File: src/hdl/smbmi_pkg.sv
`default_nettype none

package smbmi_pkg;

  localparam int TIMER_BITS = 24;
  localparam logic [TIMER_BITS-1:0] TMAX = '1;

  localparam logic [1:0] REQ_START = 2'd0;
  localparam logic [1:0] REQ_RESULT = 2'd1;
  localparam logic [1:0] REQ_TICK = 2'd2;

  localparam logic KIND_ACCESS = 1'b0;
  localparam logic KIND_DONE = 1'b1;

  localparam logic [1:0] ST_DONE = 2'd0;
  localparam logic [1:0] ST_BUS_ERR = 2'd1;
  localparam logic [1:0] ST_TIMEOUT = 2'd2;
  localparam logic [1:0] ST_SKIPPED = 2'd3;

  localparam logic CFG_RETRY_LIMIT = 1'b0;
  localparam logic CFG_POLL_INTERVAL = 1'b1;

  localparam logic [4:0] PH_IDLE = 5'd0;
  localparam logic [4:0] PH_FLAG = 5'd1;
  localparam logic [4:0] PH_CLR = 5'd2;
  localparam logic [4:0] PH_CMD = 5'd3;
  localparam logic [4:0] PH_MSG0 = 5'd4;
  localparam logic [4:0] PH_SET = 5'd8;
  localparam logic [4:0] PH_POLL = 5'd9;
  localparam logic [4:0] PH_OUT0 = 5'd11;
  localparam logic [4:0] PH_ACK = 5'd15;
  localparam logic [4:0] PH_CODE = 5'd16;

  localparam logic [7:0] REG_STATUS = 8'h02;
  localparam logic [7:0] REG_OUT0 = 8'h31;
  localparam logic [7:0] REG_FW_CODE = 8'h37;
  localparam logic [7:0] REG_CMD = 8'h38;
  localparam logic [7:0] REG_IN0 = 8'h39;
  localparam logic [7:0] REG_FLAG = 8'h3F;
  localparam logic [7:0] REG_DOORBELL = 8'h40;

  localparam logic [7:0] FLAG_VALUE = 8'h80;
  localparam logic [7:0] ALERT_CLEAR = 8'h02;

  typedef struct packed {
    logic [1:0]  req_type;
    logic [6:0]  slave_addr;
    logic [7:0]  command;
    logic [31:0] msg_in;
    logic        has_msg_in;
    logic        want_msg_out;
    logic [23:0] timeout_ticks;
    logic        soc_low_power;
    logic        bus_ok;
    logic [7:0]  bus_rdata;
  } in_beat_t;

  typedef struct packed {
    logic        out_kind;
    logic        bus_is_read;
    logic [6:0]  bus_slave;
    logic [7:0]  bus_reg;
    logic [7:0]  bus_wdata;
    logic [1:0]  done_status;
    logic [7:0]  fw_code;
    logic [31:0] msg_out;
  } out_beat_t;

endpackage

`default_nettype wire

File: src/hdl/smbus_mailbox_initiator_top.sv
// Mailbox command sequencer for a byte-register target device.
// Input channel (in_valid/in_ready/in_data): start, bus-result and tick beats.
// A start beat latches the target, command, message and timeout and produces
// the first access, or a skipped completion if soc_low_power. Each bus-result
// beat reports the last request's outcome and usually yields the next request
// or a completion. Tick beats count the poll interval and timeout while polling.
// Output channel (out_valid/out_ready/out_data): access requests and one
// completion per command. Each input beat yields zero or one output beat.
// Each output beat is registered: it is valid in the cycle after its input beat is taken.
// Throughput: one input beat per cycle while in_ready is high; all state
// updates are combinational between the state registers and output register.
// Stall: the output register holds its beat while out_ready is low; in_ready
// stays high while that register is empty or being drained in the same cycle.
// Reset (rst, synchronous): idle, retry limit 3, poll interval 5000 ticks,
// output empty. Configuration writes (cfg_we) take effect on the next cycle.
`default_nettype none

module smbus_mailbox_initiator_top (
  input  wire                      clk,
  input  wire                      rst,
  input  wire                      in_valid,
  output logic                     in_ready,
  input  wire  smbmi_pkg::in_beat_t in_data,
  output logic                     out_valid,
  input  wire                      out_ready,
  output smbmi_pkg::out_beat_t     out_data,
  input  wire                      cfg_we,
  input  wire                      cfg_index,
  input  wire  [15:0]              cfg_wdata
);

  logic [2:0]  retry_limit;
  logic [15:0] poll_interval_ticks;

  logic [4:0]  phase, phase_next;
  logic [2:0]  tries_left, tries_left_next;
  logic [6:0]  held_slave, held_slave_next;
  logic [7:0]  held_command, held_command_next;
  logic [31:0] held_message, held_message_next;
  logic [1:0]  held_flags, held_flags_next;
  logic [smbmi_pkg::TIMER_BITS-1:0] timeout_limit, timeout_limit_next;
  logic [smbmi_pkg::TIMER_BITS-1:0] elapsed_ticks, elapsed_ticks_next;
  logic [15:0] interval_count, interval_count_next;
  logic        waiting_interval, waiting_interval_next;
  logic [31:0] assembled_output, assembled_output_next;

  logic                 accept;
  logic                 res_valid;
  smbmi_pkg::out_beat_t res;
  logic [2:0]           fresh_tries;
  logic [15:0]          fresh_interval;
  logic [31:0]          timeout_wide;
  logic [1:0]           out_idx;

  function automatic smbmi_pkg::out_beat_t access(input logic [4:0] p,
                                                  input logic [6:0] slave,
                                                  input logic [7:0] cmd,
                                                  input logic [31:0] msg);
    smbmi_pkg::out_beat_t o;
    logic [1:0] idx;
    o = '0;
    idx = 2'(p - smbmi_pkg::PH_MSG0);
    o.out_kind = smbmi_pkg::KIND_ACCESS;
    o.bus_slave = slave;
    if (p == smbmi_pkg::PH_FLAG) begin
      o.bus_reg = smbmi_pkg::REG_FLAG;
      o.bus_wdata = smbmi_pkg::FLAG_VALUE;
    end else if (p == smbmi_pkg::PH_CLR) begin
      o.bus_reg = smbmi_pkg::REG_DOORBELL;
    end else if (p == smbmi_pkg::PH_CMD) begin
      o.bus_reg = smbmi_pkg::REG_CMD;
      o.bus_wdata = cmd;
    end else if (p >= smbmi_pkg::PH_MSG0 && p < smbmi_pkg::PH_SET) begin
      o.bus_reg = smbmi_pkg::REG_IN0 + 8'(idx);
      o.bus_wdata = msg[8*idx +: 8];
    end else if (p == smbmi_pkg::PH_SET) begin
      o.bus_reg = smbmi_pkg::REG_DOORBELL;
      o.bus_wdata = 8'h01;
    end else if (p == smbmi_pkg::PH_POLL) begin
      o.bus_is_read = 1'b1;
      o.bus_reg = smbmi_pkg::REG_STATUS;
    end else if (p >= smbmi_pkg::PH_OUT0 && p < smbmi_pkg::PH_ACK) begin
      o.bus_is_read = 1'b1;
      o.bus_reg = smbmi_pkg::REG_OUT0 + 8'(2'(p - smbmi_pkg::PH_OUT0));
    end else if (p == smbmi_pkg::PH_ACK) begin
      o.bus_reg = smbmi_pkg::REG_STATUS;
      o.bus_wdata = smbmi_pkg::ALERT_CLEAR;
    end else begin
      o.bus_is_read = 1'b1;
      o.bus_reg = smbmi_pkg::REG_FW_CODE;
    end
    return o;
  endfunction

  function automatic smbmi_pkg::out_beat_t completion(input logic [1:0] status,
                                                      input logic [7:0] code,
                                                      input logic [31:0] msg);
    smbmi_pkg::out_beat_t o;
    o = '0;
    o.out_kind = smbmi_pkg::KIND_DONE;
    o.done_status = status;
    o.fw_code = code;
    o.msg_out = msg;
    return o;
  endfunction

  assign in_ready = !out_valid || out_ready;
  assign accept = in_valid && in_ready;
  assign fresh_tries = (retry_limit != 3'd0) ? retry_limit : 3'd1;
  assign fresh_interval = (poll_interval_ticks != 16'd0) ? poll_interval_ticks : 16'd1;
  assign timeout_wide = 32'(in_data.timeout_ticks);
  assign out_idx = 2'(phase - smbmi_pkg::PH_OUT0);

  always_comb begin
    phase_next = phase;
    tries_left_next = tries_left;
    held_slave_next = held_slave;
    held_command_next = held_command;
    held_message_next = held_message;
    held_flags_next = held_flags;
    timeout_limit_next = timeout_limit;
    elapsed_ticks_next = elapsed_ticks;
    interval_count_next = interval_count;
    waiting_interval_next = waiting_interval;
    assembled_output_next = assembled_output;
    res_valid = 1'b0;
    res = '0;
    if (accept) begin
      unique case (in_data.req_type)
        smbmi_pkg::REQ_START: begin
          if (phase == smbmi_pkg::PH_IDLE) begin
            res_valid = 1'b1;
            if (in_data.soc_low_power) begin
              res = completion(smbmi_pkg::ST_SKIPPED, 8'd0, 32'd0);
              tries_left_next = 3'd0;
            end else begin
              held_slave_next = in_data.slave_addr;
              held_command_next = in_data.command;
              held_message_next = in_data.msg_in;
              held_flags_next = {in_data.want_msg_out, in_data.has_msg_in};
              if (timeout_wide > 32'(smbmi_pkg::TMAX)) begin
                timeout_limit_next = smbmi_pkg::TMAX;
              end else begin
                timeout_limit_next = smbmi_pkg::TIMER_BITS'(timeout_wide);
              end
              elapsed_ticks_next = '0;
              interval_count_next = 16'd0;
              waiting_interval_next = 1'b0;
              assembled_output_next = 32'd0;
              phase_next = smbmi_pkg::PH_FLAG;
              tries_left_next = fresh_tries;
              res = access(smbmi_pkg::PH_FLAG, in_data.slave_addr, in_data.command,
                           in_data.msg_in);
            end
          end
        end
        smbmi_pkg::REQ_RESULT: begin
          if (phase != smbmi_pkg::PH_IDLE && !waiting_interval) begin
            res_valid = 1'b1;
            res = access(phase, held_slave, held_command, held_message);
            if (!in_data.bus_ok) begin
              if (tries_left > 3'd1) begin
                tries_left_next = tries_left - 3'd1;
              end else begin
                res = completion(smbmi_pkg::ST_BUS_ERR, 8'd0, 32'd0);
                phase_next = smbmi_pkg::PH_IDLE;
                tries_left_next = 3'd0;
              end
            end else begin
              tries_left_next = fresh_tries;
              priority if (phase == smbmi_pkg::PH_CMD) begin
                phase_next = held_flags[0] ? smbmi_pkg::PH_MSG0 : smbmi_pkg::PH_SET;
              end else if (phase == smbmi_pkg::PH_SET) begin
                elapsed_ticks_next = '0;
                phase_next = smbmi_pkg::PH_POLL;
              end else if (phase == smbmi_pkg::PH_POLL) begin
                if (in_data.bus_rdata[1]) begin
                  assembled_output_next = 32'd0;
                  phase_next = held_flags[1] ? smbmi_pkg::PH_OUT0 : smbmi_pkg::PH_ACK;
                end else begin
                  res_valid = 1'b0;
                  tries_left_next = tries_left;
                  waiting_interval_next = 1'b1;
                  interval_count_next = fresh_interval;
                end
              end else if (phase >= smbmi_pkg::PH_OUT0 && phase < smbmi_pkg::PH_ACK) begin
                assembled_output_next = assembled_output
                                      | (32'(in_data.bus_rdata) << (8 * out_idx));
                phase_next = phase + 5'd1;
              end else if (phase == smbmi_pkg::PH_CODE) begin
                res = completion(smbmi_pkg::ST_DONE, in_data.bus_rdata,
                                 held_flags[1] ? assembled_output : 32'd0);
                phase_next = smbmi_pkg::PH_IDLE;
                tries_left_next = 3'd0;
              end else if (phase < smbmi_pkg::PH_CODE) begin
                phase_next = phase + 5'd1;
              end else begin
                res_valid = 1'b0;
                tries_left_next = tries_left;
              end
              if (res_valid && res.out_kind == smbmi_pkg::KIND_ACCESS) begin
                res = access(phase_next, held_slave, held_command, held_message);
              end
            end
          end
        end
        smbmi_pkg::REQ_TICK: begin
          if (phase == smbmi_pkg::PH_POLL) begin
            if (elapsed_ticks != smbmi_pkg::TMAX) begin
              elapsed_ticks_next = elapsed_ticks + 1'b1;
            end
            if (waiting_interval) begin
              if (interval_count != 16'd0) begin
                interval_count_next = interval_count - 16'd1;
              end
              if (interval_count_next == 16'd0) begin
                waiting_interval_next = 1'b0;
                res_valid = 1'b1;
                if (timeout_limit != '0 && elapsed_ticks_next >= timeout_limit) begin
                  res = completion(smbmi_pkg::ST_TIMEOUT, 8'd0, 32'd0);
                  phase_next = smbmi_pkg::PH_IDLE;
                  tries_left_next = 3'd0;
                end else begin
                  res = access(smbmi_pkg::PH_POLL, held_slave, held_command,
                               held_message);
                  tries_left_next = fresh_tries;
                end
              end
            end
          end
        end
        default: begin
        end
      endcase
    end
  end

  always_ff @(posedge clk) begin
    if (rst) begin
      retry_limit <= 3'd3;
      poll_interval_ticks <= 16'd5000;
      phase <= smbmi_pkg::PH_IDLE;
      tries_left <= 3'd0;
      held_slave <= 7'd0;
      held_command <= 8'd0;
      held_message <= 32'd0;
      held_flags <= 2'd0;
      timeout_limit <= '0;
      elapsed_ticks <= '0;
      interval_count <= 16'd0;
      waiting_interval <= 1'b0;
      assembled_output <= 32'd0;
      out_valid <= 1'b0;
    end else begin
      if (cfg_we) begin
        unique case (cfg_index)
          smbmi_pkg::CFG_RETRY_LIMIT: retry_limit <= cfg_wdata[2:0];
          smbmi_pkg::CFG_POLL_INTERVAL: poll_interval_ticks <= cfg_wdata;
          default: begin
          end
        endcase
      end
      phase <= phase_next;
      tries_left <= tries_left_next;
      held_slave <= held_slave_next;
      held_command <= held_command_next;
      held_message <= held_message_next;
      held_flags <= held_flags_next;
      timeout_limit <= timeout_limit_next;
      elapsed_ticks <= elapsed_ticks_next;
      interval_count <= interval_count_next;
      waiting_interval <= waiting_interval_next;
      assembled_output <= assembled_output_next;
      if (accept && res_valid) begin
        out_valid <= 1'b1;
      end else if (out_ready) begin
        out_valid <= 1'b0;
      end
    end
  end

  always_ff @(posedge clk) begin
    if (accept && res_valid) begin
      out_data <= res;
    end
  end

  a_idle_clean: assert property (@(posedge clk) disable iff (rst)
    phase == smbmi_pkg::PH_IDLE |-> !waiting_interval && tries_left == 3'd0)
    else $error("idle with live retry or interval state");

  a_busy_budget: assert property (@(posedge clk) disable iff (rst)
    phase != smbmi_pkg::PH_IDLE |-> tries_left != 3'd0)
    else $error("busy with no attempts left");

  a_wait_in_poll: assert property (@(posedge clk) disable iff (rst)
    waiting_interval |-> phase == smbmi_pkg::PH_POLL)
    else $error("interval wait outside polling");

  a_fail_clean: assert property (@(posedge clk) disable iff (rst)
    out_valid && out_data.out_kind == smbmi_pkg::KIND_DONE
      && out_data.done_status != smbmi_pkg::ST_DONE
      |-> out_data.fw_code == 8'd0 && out_data.msg_out == 32'd0)
    else $error("failed completion carries data");

endmodule

`default_nettype wire
File: config.mk
export PLATFORM = sky130hd
export DESIGN_NAME = smbus_mailbox_initiator_top
export DESIGN_NICKNAME = d
export VERILOG_FILES = /design/src/hdl/smbmi_pkg.sv /design/src/hdl/smbus_mailbox_initiator_top.sv
export SDC_FILE = /design/constraint.sdc
export NUM_CORES = 1
export LEC_CHECK = 0
export BUFFER_PORTS_ARGS = -buffer_cell sky130_fd_sc_hd__buf_2
export CELL_PAD_IN_SITES_DETAIL_PLACEMENT = 0
export CELL_PAD_IN_SITES_GLOBAL_PLACEMENT = 2
export CORE_UTILIZATION = 38
export CTS_CLUSTER_DIAMETER = 200
export DETAILED_ROUTE_END_ITERATION = 7
export PLACE_DENSITY = 0.95
export REMOVE_ABC_BUFFERS = 1
export SLEW_MARGIN = 10
export SYNTH_ARGS = -nofsm -noshare
export SYNTH_HDL_FRONTEND = slang
export SYNTH_SLANG_ARGS = --single-unit
File: constraint.sdc
create_clock -name clk -period 14.3 [get_ports clk]
set_input_delay 2.86 -clock clk [delete_from_list [all_inputs] [get_ports clk]]
set_output_delay 2.86 -clock clk [all_outputs]
set_load 0.03 [all_outputs]
==> results.txt <==
The run gives 35,170 um as the total wire length after detailed routing. The highest layer touched by signal routing is met4. Setup repair after global routing left no endpoint under its margin. The layout has 3,265 filler cells.

The slew at the pin closest to its max-slew limit is 1.021 ns, and the register clock-pin slew on the reported worst setup and hold paths is 0.06 ns. Overall global routing resource usage: 0.2038. Sorting the synthesized cells by area gives the leading types as sky130_fd_sc_hd__dfxtp_1 (27%), sky130_fd_sc_hd__edfxtp_1 (15%), sky130_fd_sc_hd__nand2_1 (8.2%), sky130_fd_sc_hd__a21oi_1 (7.4%), sky130_fd_sc_hd__ha_1 (4.2%). The run gives 0 as the leftover overflow at the end of global routing. The number of antenna diodes in the final layout is 0. Summing over every cut layer, the via total after detailed routing is 11,430. The smallest clock period supported by the final layout is computed as 6.260 ns. The run gives 0 as the final-report max-slew violation count. The detailed router put a total of 16,260 um of wire on met1. The end-of-flow core utilization was 0.4538; the net count reported at finish was 1,779.

The die area was 34,150 um2. The mapped netlist covers 12,700 um2. After routing the design area is 14,840 um2. At the worst endpoint, the required time is 11.44 ns. The number of antenna violations at the first check in global routing is 0, and the final number of hold-violating endpoints is 0. The via count of the first global-routing pass was 10,630; the maximum ir drop on the vdd rail was 0.08731 mV. The number of detailed-routing iterations run before antenna repair was 5; the number of vias per cell after detailed routing was 5.464. At the placement stage, the worst setup path has a slack of 7.962 ns. The number of different library cells used by synthesis comes to 91. The hold slack was 0.4530 ns. The analysis attributes to cell leakage a power of 5.619 nW. The type of the most critical hold path is flip-flop to flip-flop.

For the last weighted congestion value of the routability-driven placer, the log shows 0.9277. For this design the ratio of total power to cell area is 108.1 nW/um2. After clock tree synthesis, the flow added hold-fix buffers numbering 0. The total of buffers placed on input and output ports was 174; the average wire per standard cell was 16.82 um. In this run, synthesis inferred 65 flip-flops with an integrated enable.

The setup path with the least slack is of type primary input to primary output. In the layout the commonest cells are sky130_fd_sc_hd__nand2_1 (276), sky130_fd_sc_hd__a21oi_1 (187), sky130_fd_sc_hd__dfxtp_1 (174). Synthesis inferred 239 register bits.

For the worst setup path, the data arrival time is 3.40 ns. TritonCTS built the clock tree. Horizontal die dimension: 184.8 um.

The count of final setup violators was 0. Summed over all failing endpoints, the final setup total negative slack is 0 ns. The estimated wirelength of the detail-placed design was 25,310 um; the fraction of layout cells with a size suffix above 1 was 0.1656.

The largest area contributor in the netlist is sky130_fd_sc_hd__dfxtp_1. The cell sitting at the root of the clock tree is a sky130_fd_sc_hd__clkbuf_16. The cell area after placement is 13,880 um2, and the residual antenna-violating net count after detailed routing is 0. For this run, the top clock speed supported by timing is 159.7 MHz. The tools report the sequential share of the synthesized area as 0.4280. The top-area cell type share of the netlist area was 0.2743. After detailed routing, the number of remaining DRC violations is 0. Across the routed clock network, the largest skew measured is 0.01447 ns.

Post-CTS timing repair inserted 0 buffers for setup. The tools report the kind of end point of the critical path as a primary output. 176 I/O pins were placed.

The post-layout worst setup margin was 8.040 ns; the maximum number of pins on one net before global-route repair was 90. Summed over all nets, wire length on met3 after detailed routing comes to 2217 um. For this design, the sink count on the clock tree is 239. The count of standard-cell rows was 66; the worst slew slack as a fraction of its limit was 0.3131.

The run finished with clean final reports. In this run the deepest clock path goes through 3 buffers. Among all flip-flop cells after synthesis, the most frequent one is sky130_fd_sc_hd__dfxtp_1.

The initial DRC count was 791. The average size of a mapped cell is 8.461 um2, and the number of instances in the synthesized netlist is 1,501. The first global-routing pass estimated 56,400 um of wire. The share of the cycle needed by the critical path after routing is 0.4378, and the worst-path maximum fanout is 5. The tools report the length of routed met2 wiring as 16,000 um. The area growth from synthesis to layout is 16.85%.

CTS buffer count: 28. Once the clock tree was built, the resizer swapped 0 gates to a different size. The insertion delay of the later-clocked pin in the worst-skew pair came out at 0.55 ns. Max-capacitance violation count: 0.

The library cell used most frequently in the layout, excluding fill and tap cells, is sky130_fd_sc_hd__nand2_1. The number of H-tree branching levels is 1, and the die extent in y is 184.8 um. The Yosys step of the flow raised 0 warnings. The run gives 0.3884 as the initial core utilization. The worst setup path is launched from a primary input. The core region is 32,700 um2. The share of synthesized flip-flops with an asynchronous set or reset works out to 0.
final timing paths:
path / depth (start not counted) / end / slack, ns / from
min: 2 / held_slave[2]$_SDFFE_PP0P_ / 0.45 / held_slave[2]$_SDFFE_PP0P_
min reg2reg: 2 / held_slave[2]$_SDFFE_PP0P_ / 0.45 / held_slave[2]$_SDFFE_PP0P_
max: 3 / in_ready / 8.04 / out_ready
max reg2reg: 14 / out_data[51]$_SDFFCE_PN0P_ / 9.20 / elapsed_ticks[4]$_SDFFE_PP0P_
worst max-delay path: stages:
cell and delay, ns:
sky130_fd_sc_hd__buf_2 0.09, sky130_fd_sc_hd__nand2b_1 0.22, sky130_fd_sc_hd__buf_2 0.22
report_power, final:
group	switching (mW)	leakage (nW)	internal [mW]
logic	0.0995	3.21	0.0519
registers	0.0100	1.95	0.710
clock network	0.281	0.461	0.452
per-layer routing:
metal,global-route usage,up-vias
met4,0.05058,0
met3,0.02851,54
met1,0.2836,5322
li1,-,5668
met2,0.3311,382
met5,0,-
cells in the mapped netlist, types with 9 or more instances:
| cell | number |
|---|---|
| sky130_fd_sc_hd__a22o_1 | 10 |
| sky130_fd_sc_hd__inv_1 | 46 |
| sky130_fd_sc_hd__nand3_1 | 34 |
| sky130_fd_sc_hd__o22ai_1 | 14 |
| sky130_fd_sc_hd__dfxtp_1 | 174 |
| sky130_fd_sc_hd__a211oi_1 | 10 |
| sky130_fd_sc_hd__and2_1 | 16 |
| sky130_fd_sc_hd__a22oi_1 | 9 |
| sky130_fd_sc_hd__nor3_1 | 37 |
| sky130_fd_sc_hd__or3_1 | 12 |
| sky130_fd_sc_hd__mux2i_1 | 35 |
| sky130_fd_sc_hd__xnor2_1 | 19 |
| sky130_fd_sc_hd__nand2_1 | 276 |
| sky130_fd_sc_hd__clkbuf_1 | 72 |
| sky130_fd_sc_hd__and3_1 | 44 |
| sky130_fd_sc_hd__a31oi_1 | 16 |
| sky130_fd_sc_hd__nand4_1 | 16 |
| sky130_fd_sc_hd__nor4_1 | 18 |
| sky130_fd_sc_hd__a21oi_1 | 187 |
| sky130_fd_sc_hd__a21o_1 | 14 |
| sky130_fd_sc_hd__nand2b_1 | 11 |
| sky130_fd_sc_hd__o21ai_0 | 43 |
| sky130_fd_sc_hd__edfxtp_1 | 65 |
| sky130_fd_sc_hd__nor2b_1 | 15 |
| sky130_fd_sc_hd__ha_1 | 43 |
| sky130_fd_sc_hd__nor2_1 | 102 |
metrics by stage:
| step | total power [mW] | instances |
|---|---|---|
| after floorplan | 0.8234 | 1413 |
| after global placement | 0.8849 | 2041 |
| after detailed placement | 0.8860 | 2041 |
| after CTS | 1.624 | 2091 |
| after global routing | 1.667 | 2091 |
| final | 1.604 | 2091 |
state kept, by name (all words and copies together), names as in the netlist, 8 cells and up:
register,count
poll_interval_ticks,16
held_command,8
interval_count,16
out_data,65
assembled_output,32
held_message,32
timeout_limit,24
elapsed_ticks,24
cell families (layout without fill, tap and decap cells):
| group | Yosys count | count (layout) | synth area share |
|---|---|---|---|
| AOI/OAI and AO/OA | 380 | 380 | 0.1853 |
| xor gates and xnor gates | 26 | 26 | 0.01793 |
| adders and majority gates | 43 | 43 | 0.04236 |
| buffers and inverters | 137 | 285 | 0.04256 |
| DFF | 239 | 239 | 0.4280 |
| muxes | 48 | 48 | 0.04621 |
| other | 1 | 1 | 0.0002953 |
| and+or+nand+nor | 627 | 627 | 0.2373 |
area by class of cell:
class | count | area [um2] | area share
clock buffer | 37 | 775.7 | 0.05228
sequential | 239 | 5435 | 0.3663
inverter | 49 | 183.9 | 0.01239
clock inverter | 13 | 176.4 | 0.01189
tap | 442 | 553.0 | 0.03727
multi-input combinational | 1125 | 6751 | 0.4550
timing repair buffer | 186 | 963.4 | 0.06492
Power figures use the tool's default switching activity.
